<file path="src/rtl/bde_pkg.sv">
// Package: command and status codes and item types for the deque engine.
`default_nettype none
package bde_pkg;

  localparam logic [2:0] CMD_PUSH_FRONT = 3'd0;
  localparam logic [2:0] CMD_PUSH_BACK  = 3'd1;
  localparam logic [2:0] CMD_POP_FRONT  = 3'd2;
  localparam logic [2:0] CMD_POP_BACK   = 3'd3;
  localparam logic [2:0] CMD_PEEK_FRONT = 3'd4;
  localparam logic [2:0] CMD_PEEK_BACK  = 3'd5;
  localparam logic [2:0] CMD_WALK_FWD   = 3'd6;
  localparam logic [2:0] CMD_WALK_BACK  = 3'd7;

  localparam logic [1:0] ST_OK        = 2'd0;
  localparam logic [1:0] ST_NOW_EMPTY = 2'd1;
  localparam logic [1:0] ST_WAS_EMPTY = 2'd2;
  localparam logic [1:0] ST_FULL      = 2'd3;

  typedef struct packed {
    logic [2:0]         command;
    logic signed [31:0] push_value;
  } in_item_t;

  typedef struct packed {
    logic signed [31:0] data;
    logic [1:0]         status;
    logic               last;
  } out_item_t;

endpackage
`default_nettype wire

</file>
<file path="src/rtl/bounded_deque_engine_top.sv">
// Top level: ring-buffer deque with a slot step unit under a small sequencer.
// Push, or any command on an empty queue: busy in DECODE only, which sets the strobe.
// Pop and peek: busy in DECODE, which reads memory, and in OUT, which sets the strobe.
// Walk of N entries: OUT gives one result per cycle from the single memory read port.
// Results cannot be held off; the next item may be accepted while the last result shows.
// Synchronous reset empties the queue (pointers and count to zero); entry contents persist.
`default_nettype none
module bounded_deque_engine_top #(
  parameter int DEPTH = 64
) (
  input  wire                 clk,
  input  wire                 rst,
  input  wire                 start,
  input  bde_pkg::in_item_t   item,
  output logic                busy,
  output logic                strobe,
  output bde_pkg::out_item_t  result
);

  localparam int IW = $clog2(DEPTH);
  localparam int CW = $clog2(DEPTH + 1);

  localparam logic [1:0] S_IDLE   = 2'd0;
  localparam logic [1:0] S_DECODE = 2'd1;
  localparam logic [1:0] S_OUT    = 2'd2;

  logic [1:0]         state, state_next;
  logic [2:0]         cmd;
  logic signed [31:0] val;
  logic [IW-1:0]      front, front_next;
  logic [IW-1:0]      back, back_next;
  logic [CW-1:0]      count, count_next;
  logic [IW-1:0]      ptr, ptr_next;
  logic [CW-1:0]      remain, remain_next;
  logic [1:0]         pend, pend_next;

  logic signed [31:0] mem [DEPTH];
  logic signed [31:0] rd_data;
  logic [IW-1:0]      addr;
  logic               we, re;

  logic               strobe_next;
  bde_pkg::out_item_t result_next;

  // shared slot step unit
  logic [IW-1:0] step_in, step_out;
  logic          step_down;

  always_comb begin
    if (step_down) begin
      step_out = (step_in == '0) ? IW'(DEPTH - 1) : step_in - 1'b1;
    end else begin
      step_out = (step_in == IW'(DEPTH - 1)) ? '0 : step_in + 1'b1;
    end
  end

  logic is_full, is_empty, is_walk;
  assign is_full  = (count == CW'(DEPTH));
  assign is_empty = (count == '0);
  assign is_walk  = (cmd == bde_pkg::CMD_WALK_FWD) || (cmd == bde_pkg::CMD_WALK_BACK);

  always_comb begin
    state_next  = state;
    front_next  = front;
    back_next   = back;
    count_next  = count;
    ptr_next    = ptr;
    remain_next = remain;
    pend_next   = pend;
    strobe_next = 1'b0;
    result_next = result;
    we          = 1'b0;
    re          = 1'b0;
    addr        = ptr;
    step_in     = ptr;
    step_down   = (cmd == bde_pkg::CMD_WALK_BACK);

    unique case (state)
      S_IDLE: begin
        if (start) begin
          state_next = S_DECODE;
        end
      end
      S_DECODE: begin
        unique case (cmd)
          bde_pkg::CMD_PUSH_FRONT: begin
            step_in = front; step_down = 1'b1; addr = step_out;
          end
          bde_pkg::CMD_PUSH_BACK: begin
            step_in = back; step_down = 1'b0; addr = back;
          end
          bde_pkg::CMD_POP_FRONT: begin
            step_in = front; step_down = 1'b0; addr = front;
          end
          bde_pkg::CMD_PEEK_FRONT, bde_pkg::CMD_WALK_FWD: begin
            step_in = front; step_down = 1'b0; addr = front;
          end
          default: begin
            step_in = back; step_down = 1'b1; addr = step_out;
          end
        endcase
        ptr_next    = addr;
        remain_next = count;
        if ((cmd == bde_pkg::CMD_PUSH_FRONT) || (cmd == bde_pkg::CMD_PUSH_BACK)) begin
          strobe_next = 1'b1;
          state_next  = S_IDLE;
          result_next = '{data: '0, status: bde_pkg::ST_OK, last: 1'b1};
          if (is_full) begin
            result_next.status = bde_pkg::ST_FULL;
          end else begin
            we         = 1'b1;
            count_next = count + 1'b1;
            if (cmd == bde_pkg::CMD_PUSH_FRONT) begin
              front_next = step_out;
            end else begin
              back_next = step_out;
            end
          end
        end else if (is_empty) begin
          strobe_next = 1'b1;
          state_next  = S_IDLE;
          result_next = '{data: '0, status: bde_pkg::ST_WAS_EMPTY, last: 1'b1};
        end else begin
          re         = 1'b1;
          state_next = S_OUT;
          pend_next  = bde_pkg::ST_OK;
          if (cmd == bde_pkg::CMD_POP_FRONT) begin
            front_next = step_out;
          end else if (cmd == bde_pkg::CMD_POP_BACK) begin
            back_next = step_out;
          end
          if ((cmd == bde_pkg::CMD_POP_FRONT) || (cmd == bde_pkg::CMD_POP_BACK)) begin
            count_next = count - 1'b1;
            if (count == CW'(1)) begin
              pend_next = bde_pkg::ST_NOW_EMPTY;
            end
          end
        end
      end
      S_OUT: begin
        strobe_next        = 1'b1;
        result_next.data   = rd_data;
        result_next.status = pend;
        result_next.last   = 1'b1;
        addr               = step_out;
        if (is_walk && (remain != CW'(1))) begin
          result_next.last = 1'b0;
          re               = 1'b1;
          ptr_next         = step_out;
          remain_next      = remain - 1'b1;
        end else begin
          state_next = S_IDLE;
        end
      end
      default: begin
        state_next = S_IDLE;
      end
    endcase
  end

  always_ff @(posedge clk) begin
    if (we) begin
      mem[addr] <= val;
    end
    if (re) begin
      rd_data <= mem[addr];
    end
  end

  always_ff @(posedge clk) begin
    if (rst) begin
      state  <= S_IDLE;
      front  <= '0;
      back   <= '0;
      count  <= '0;
      strobe <= 1'b0;
    end else begin
      state  <= state_next;
      front  <= front_next;
      back   <= back_next;
      count  <= count_next;
      strobe <= strobe_next;
    end
  end

  always_ff @(posedge clk) begin
    if ((state == S_IDLE) && start) begin
      cmd <= item.command;
      val <= item.push_value;
    end
    ptr    <= ptr_next;
    remain <= remain_next;
    pend   <= pend_next;
    result <= result_next;
  end

  assign busy = (state != S_IDLE);

  a_count_bound: assert property (@(posedge clk) disable iff (rst)
    count <= CW'(DEPTH)) else $error("entry count above depth");

  a_last_ends: assert property (@(posedge clk) disable iff (rst)
    strobe && result.last |-> !busy) else $error("busy after final result");

  a_mid_busy: assert property (@(posedge clk) disable iff (rst)
    strobe && !result.last |-> busy) else $error("walk ended without last");

  a_full_drop: assert property (@(posedge clk) disable iff (rst)
    strobe && (result.status == bde_pkg::ST_FULL) |-> is_full)
    else $error("full status with room left");

  a_zero_data: assert property (@(posedge clk) disable iff (rst)
    strobe && ((result.status == bde_pkg::ST_FULL) ||
               (result.status == bde_pkg::ST_WAS_EMPTY)) |-> (result.data == '0))
    else $error("data nonzero on error status");

endmodule
`default_nettype wire
</file>
<file path="config.mk">
export PLATFORM = sky130hd
export DESIGN_NAME = bounded_deque_engine_top
export DESIGN_NICKNAME = d
export VERILOG_FILES = /design/src/rtl/bde_pkg.sv /design/src/rtl/bounded_deque_engine_top.sv
export SDC_FILE = /design/constraint.sdc
export NUM_CORES = 2
export LEC_CHECK = 0
export ABC_AREA = 0
export BUFFER_PORTS_ARGS = -buffer_cell sky130_fd_sc_hd__buf_2
export CAP_MARGIN = 20
export CORE_ASPECT_RATIO = 0.7
export CORE_MARGIN = 2
export CORE_UTILIZATION = 39
export DETAILED_ROUTE_END_ITERATION = 10
export PLACE_DENSITY = 0.53
export RECOVER_POWER = 25
export REMOVE_ABC_BUFFERS = 1
export SLEW_MARGIN = 10
export SYNTH_ARGS = -nofsm -noshare
export SYNTH_HDL_FRONTEND = slang
export SYNTH_SLANG_ARGS = --single-unit
</file>
<file path="constraint.sdc">
create_clock -name clk -period 5.2 [get_ports clk]
set_input_delay 0 -clock clk [delete_from_list [all_inputs] [get_ports clk]]
set_output_delay 0 -clock clk [all_outputs]
set_load 0.005 [all_outputs]
</file>
==> Word level (Yosys, flattened, before mapping) <==
Memory sizes are Yosys's and may differ from the RTL's. A register that Yosys moved wholly into a read port is not among the register bits.
Index checks and enable logic that the tools add are counted.
W data, S select, Z words.
{ "op_classes": {"reduce_logical": 24, "bitwise": 2, "eq_ne": 21, "addsub": 5, "mux": 51} }
{ "ops": {"columns": ["cell", "count"], "rows": [
  ["$mux W6", 17],
  ["$mux W35", 2],
  ["$pmux W35 S2", 1],
  ["$pmux W6 S2", 3],
  ["$mux W7", 5],
  ["$mux W1", 14],
  ["$ne A2 B2 Y1 const B", 7],
  ["$pmux W7 S2", 1],
  ["$sub A7 B1 Y7 const B", 2],
  ["$mux W2", 5],
  ["$reduce_bool A2 Y1", 5],
  ["$eq A3 B3 Y1 const B", 3],
  ["$reduce_or A4 Y1", 2],
  ["$add A7 B1 Y7 const B", 1],
  ["$eq A7 B1 Y1 const B", 1],
  ["$eq A7 B7 Y1 const B", 1],
  ["$logic_not A7 Y1", 1],
  ["$ne A7 B1 Y1 const B", 1],
  ["$add A6 B1 Y6 const B", 1],
  ["$eq A3 B2 Y1 const B", 2],
  ["$eq A6 B6 Y1 const B", 1],
  ["$logic_not A6 Y1", 1],
  ["$pmux W2 S3", 1],
  ["$reduce_and A2 Y1", 3],
  ["17 further kinds", 22]
]} }
{ "word_totals": {"reg_bits": 107, "input_bits": 38, "n_memories": 1, "ramBits": 2048, "out_inout_bits": 37, "word_cells": 117} }
{ "memory_table": {"columns": ["memory", "words", "word_bits", "rd", "rd_clocked_by_memory_dff", "wr", "line", "text"], "rows": [
  ["mem", 64, 32, 1, 1, 1, "bounded_deque_engine_top.sv:37", "logic signed [31:0] mem [DEPTH];"]
]} }

==> Logic depth before layout (Yosys ltp) <==
{ "logic_depth": {"ltp_word": 11, "ltp_mapped": 22, "mapped_depth_nobuf": 16} }

==> Least setup slack after synthesis <==
No wires, ideal clock.
{ "synth_path": {"path_kind": "reg-to-reg", "start": "register state[1]", "end": "memory mem[10][0] (enable)", "n_path_buf": 6, "arrival_time_ps": 4616, "setup_ps": 421, "required_ps": 4779, "synth_period_minus_slack_ps": 5037, "setup_slack_ps": 163, "path_stages_with_launch": 18, "cell_sequence": "dfxtp_1 -> inv_1 -> ha_1 -> buf_2 -> a21oi_2 -> inv_1 -> ha_1 -> nor2b_1 -> nand4_1 -> a31oi_1 -> a32o_1 -> buf_4 -> buf_2 -> buf_2 -> clkbuf_1 -> buf_2 -> nand3_1 -> nor2_1"} }
{ "synth_between": {"elab_chain_len": 7, "word_cells_on_any_way": 16, "cone_classes": "add/sub (2); eq/ne (3); mux (10); reduce/logical (1)"} }
{ "synth_rtl": {"columns": ["item", "line", "text"], "rows": [
  ["from (decl)", "bounded_deque_engine_top.sv:27", "logic [1:0] state, state_next;"],
  ["from (signal assigned)", "bounded_deque_engine_top.sv:178", "state <= state_next;"],
  ["$eq A2 B1 Y1", "bounded_deque_engine_top.sv:78", "unique case (state)"],
  ["$mux W6", "bounded_deque_engine_top.sv:78", null],
  ["$add A6 B1 Y6 (tied with other cells)", "bounded_deque_engine_top.sv:53", "step_out = (step_in == IW'(DEPTH - 1)) ? '0 : step_in + 1'b1;"],
  ["$mux W6 (on tied branches)", "bounded_deque_engine_top.sv:53, bounded_deque_engine_top.sv:51", null],
  ["$mux W6", "bounded_deque_engine_top.sv:50", "if (step_down) begin"],
  ["$pmux W6 S2", "bounded_deque_engine_top.sv:85", "unique case (cmd)"],
  ["$pmux W6 S2", "bounded_deque_engine_top.sv:78", null],
  ["to (decl)", "bounded_deque_engine_top.sv:37", null]
]} }
Parallel ways exist; a longest one is shown, timed or not.

==> Worst setup path in the final report <==
{ "layout_path": {"start": "register state[1]", "end": "register rd_data[28], read port of mem, data pin"} }
{ "layout_between": {"elab_chain_len": 7, "word_cells_on_any_way": 14, "cone_classes": "add/sub (2); eq/ne (3); mux (8); reduce/logical (1)"} }
{ "layout_rtl": {"columns": ["item", "line", "text"], "rows": [
  ["$eq A2 B1 Y1", "bounded_deque_engine_top.sv:78", null],
  ["$mux W6", "bounded_deque_engine_top.sv:78", null],
  ["$add A6 B1 Y6 (tied with other cells)", "bounded_deque_engine_top.sv:53", null],
  ["$mux W6 (on tied branches)", "bounded_deque_engine_top.sv:53, bounded_deque_engine_top.sv:51", null],
  ["$mux W6", "bounded_deque_engine_top.sv:50", null],
  ["$pmux W6 S2", "bounded_deque_engine_top.sv:85", null],
  ["$pmux W6 S2", "bounded_deque_engine_top.sv:78", null],
  ["to (decl)", "bounded_deque_engine_top.sv:38", "logic signed [31:0] rd_data;"]
]} }
Parallel ways exist; a longest one is shown, timed or not.
A chain may end at the register's enable or synchronous reset.

==> results.sh <==
export IMPL_outcome="finished with violations"
export IMPL_violations="capacitance limit, slew limit"
export IMPL_grt_ovfl_total=0
export IMPL_synth_seq_area_share_pct=75.10
export IMPL_slew_violations=2020
export IMPL_route_met2_wl_mm=106.9
export IMPL_syn_to_final_growth_pct=16.79
export IMPL_maxCapViolCount=31
export IMPL_die_x_um=568.9
export IMPL_avgSynthCellArea_um2=15.75
export IMPL_ant_nets=0
export IMPL_start_util_pct=39.13
export IMPL_clkTransAtPathRegs_ns=0.07
export IMPL_synth_cell_type_count=80
export IMPL_cp_data_arrival_time_ns=5.64
export IMPL_synth_top_family_by_area="simple AND/OR/NAND/NOR gates"
export IMPL_power_leakage_nw=34.11
export IMPL_fin_crit_sh_pct=97.86
export IMPL_syn_area_um2=87110
export IMPL_netlist_top_cells_count="2164 x edfxtp_1, 1008 x nand2_1, 285 x mux2i_1"
export IMPL_synth_top_cell_area_share_pct=74.59
export IMPL_via_per_inst=5.723
export IMPL_placementRows=145
export IMPL_yosys_top_cells_area="edfxtp_1 75%, nand2_1 4.3%, mux4_2 3.3%, mux2i_1 3.3%, a211oi_1 1.7%"
export IMPL_dp_cells=8583
export IMPL_cts_sinks=2186
export IMPL_port_buffers=74
export IMPL_synth_ff_type="edfxtp_1"
export IMPL_slew_headroom_pct=-142.9
export IMPL_wl_met3_mm=28.21
export IMPL_synth_most_common_cell="edfxtp_1"
export IMPL_clockBufferDepth=4
export IMPL_ys_warn_count=0
export IMPL_path_max_fanout=32
export IMPL_dieArea_um2=227200
export IMPL_grt_max_degree=99
export IMPL_worstHoldPathType="in -> reg"
export IMPL_fin_cells=9054
export IMPL_insertion_delay_ns=0.86
export IMPL_synth_simple_area_share_pct=8.398
export IMPL_drt_met1_wl_mm=117.8
export IMPL_cts_tree="built"
export IMPL_grt_antenna_before_repair=15
export IMPL_synth_adder_area_share_pct=0.1709
export IMPL_vias=51810
export IMPL_synthXorXnorAreaFrac_pct=0.1609
export IMPL_dp_hpwl_mm=154.1
export IMPL_place_gp_congestion=0.8889
export IMPL_highest_signal_layer="met5"
export IMPL_start_kind="flop"
export IMPL_timing_hold_ws_ns=0.1061
export IMPL_first_iter_violations=5735
export IMPL_synth_mux_area_share_pct=7.321
export IMPL_ctsRootBufferMaster="clkbuf_16"
export IMPL_nNetsFinal=5992
export IMPL_synthCells=5530
export IMPL_core_area_um2=222600
export IMPL_ir_drop_mv=0.3947
export IMPL_grt_pass1_vias=49150
export IMPL_crit_path_end_kind="flop"
export IMPL_grt_usage_pct=22.36
export IMPL_first_pass_iters=6
export IMPL_drc_errors=0
export IMPL_worst_slew_pin_slew_ns=3.644
export IMPL_critPathKind="reg -> reg"
export IMPL_cts_inserted_buffers=219
export IMPL_ys_ff_latch=2186
export IMPL_async_reset_ff_share_pct=0
export IMPL_synth_area_leader_cell="edfxtp_1"
export IMPL_io_pins=75
export IMPL_p_per_area_nw_per_um2=412.5
export IMPL_layout_drive_gt1_share_pct=17.23
export IMPL_synth_compound_area_share_pct=6.738
export IMPL_fmax_mhz=196.5
export IMPL_die_h_um=399.4
export IMPL_ctsHtreeMaxLevel=4
export IMPL_wl_mm=258.1
export IMPL_grt_pass1_wl_mm=367.6
export IMPL_synth_edf_count=2164
export IMPL_post_route_min_period_ns=5.089
export IMPL_wl_per_cell_um=28.51
export IMPL_finalSetupViolCount=0
export IMPL_cp_required_ns=5.75
export IMPL_hold_viol=0
export IMPL_skew_ns=0.03437
worst max-delay path, stage by stage, from the launching register on:
cell,delay [ns]
dfxtp_1,0.37
inv_1,0.09
ha_2,0.23
buf_4,0.21
a21oi_4,0.22
inv_1,0.17
ha_1,0.37
nor2b_1,0.13
nand4_1,0.16
a31oi_4,0.29
a32oi_4,0.21
buf_12,0.29
buf_12,0.20
buf_4,0.19
nand2_1,0.07
nand2_1,0.06
o211ai_1,0.55
a21oi_1,0.18
buf_4,0.17
a2111oi_4,0.30
buf_6,0.21
nand4_1,0.08
final cells by class:
type / instances / area, um^2
clock inverters: 120 / 894.6
fillers: 19310 / 120900
inverters: 17 / 63.81
flip-flops and latches: 2186 / 65420
diodes: 9 / 22.52
well taps: 2940 / 3679
clock buffers: 263 / 5709
repair buffers: 584 / 5366
multi-input cells: 2935 / 20580
cell usage in the layout (no fill, tap or decap), drive strengths merged, types with 33 or more instances in the layout:
cell and instances:
o31ai 33, mux2i 285, and2 37, a31oi 63, a211oi 198, a311oi 34, clkbuf 295, o211ai 133
nand2 1009, clkinv 100, edfxtp 2164, mux2 59, nor2 129, buf 477, o21ai 42, a21oi 133
a2111oi 36, mux4 127, and3 166, nand4 193, a221oi 33, dlygate4sd3 74
sequential cells by signal, summed over array words and instances, names as in the netlist:
register  count
front         6
strobe        1
remain        7
count         7
rd_data      32
pend          1
mem        2048
result       35
state         2
val          32
back          6
ptr           6
cmd           3
timing repair:
item,in CTS,in global routing
hold endpoints to repair,62,0
resized for setup,4,15
setup endpoints to repair,5,212
pin swaps,1,2
hold buffers,74,0
buffers inserted,0,5
gates cloned,0,0
logic make-up after synthesis:
family / Yosys count
AOI/OAI and AO/OA: 815
and+or+nand+nor: 1621
buffers and inverters: 409
DFF: 2186
muxes: 471
adders and majority gates: 12
xor gates and xnor gates: 16
per-stage QoR:
| stage | power [mW] | setup WS [ns] | setup TNS, ns | area [um^2] | utilization [%] |
|---|---|---|---|---|---|
| 2_1_floorplan | 25.34 | -22.03 | - | 85340 | - |
| 3_3_place_gp | 27.09 | -2.081 | -2.946 | 94340 | 42.38 |
| 3_5_place_dp | 27.12 | -0.04767 | -0.1361 | 94370 | 42.39 |
| 4_1_cts | 42.18 | -0.01294 | -0.01294 | 101700 | 45.70 |
| 5_1_grt | 43.50 | -0.001072 | -0.001072 | 101700 | 45.69 |
| 6_report | 41.97 | 0.1111 | 0 | 101700 | 45.70 |
path summary, 6_finish.rpt:
kind                    startpoint               endpoint  slack [ns]  depth (start not counted)
min                            rst  count[6]$_SDFFE_PP0P_        0.11                          3
max          state[1]$_SDFFE_PP0P_  rd_data[28]$_DFFE_PP_        0.11                         21
min reg2reg  front[3]$_SDFFE_PP0P_  front[3]$_SDFFE_PP0P_        0.55                          2
max reg2reg  state[1]$_SDFFE_PP0P_  rd_data[28]$_DFFE_PP_        0.11                         21
per-layer routing:
metal  vias up  track usage [%]
met5         -                0
met4         8            4.748
met3       309            7.455
met2      2108            31.15
met1     26850            33.70
li1      22540                -
power breakdown:
part / internal, mW / switching [mW] / leakage, nW
Sequential: 19.7 / 0.0541 / 19.7
Clock: 8.36 / 6.68 / 3.24
Combinational: 2.46 / 4.75 / 11.2
No activity file was read; power rests on OpenSTA's default activity.
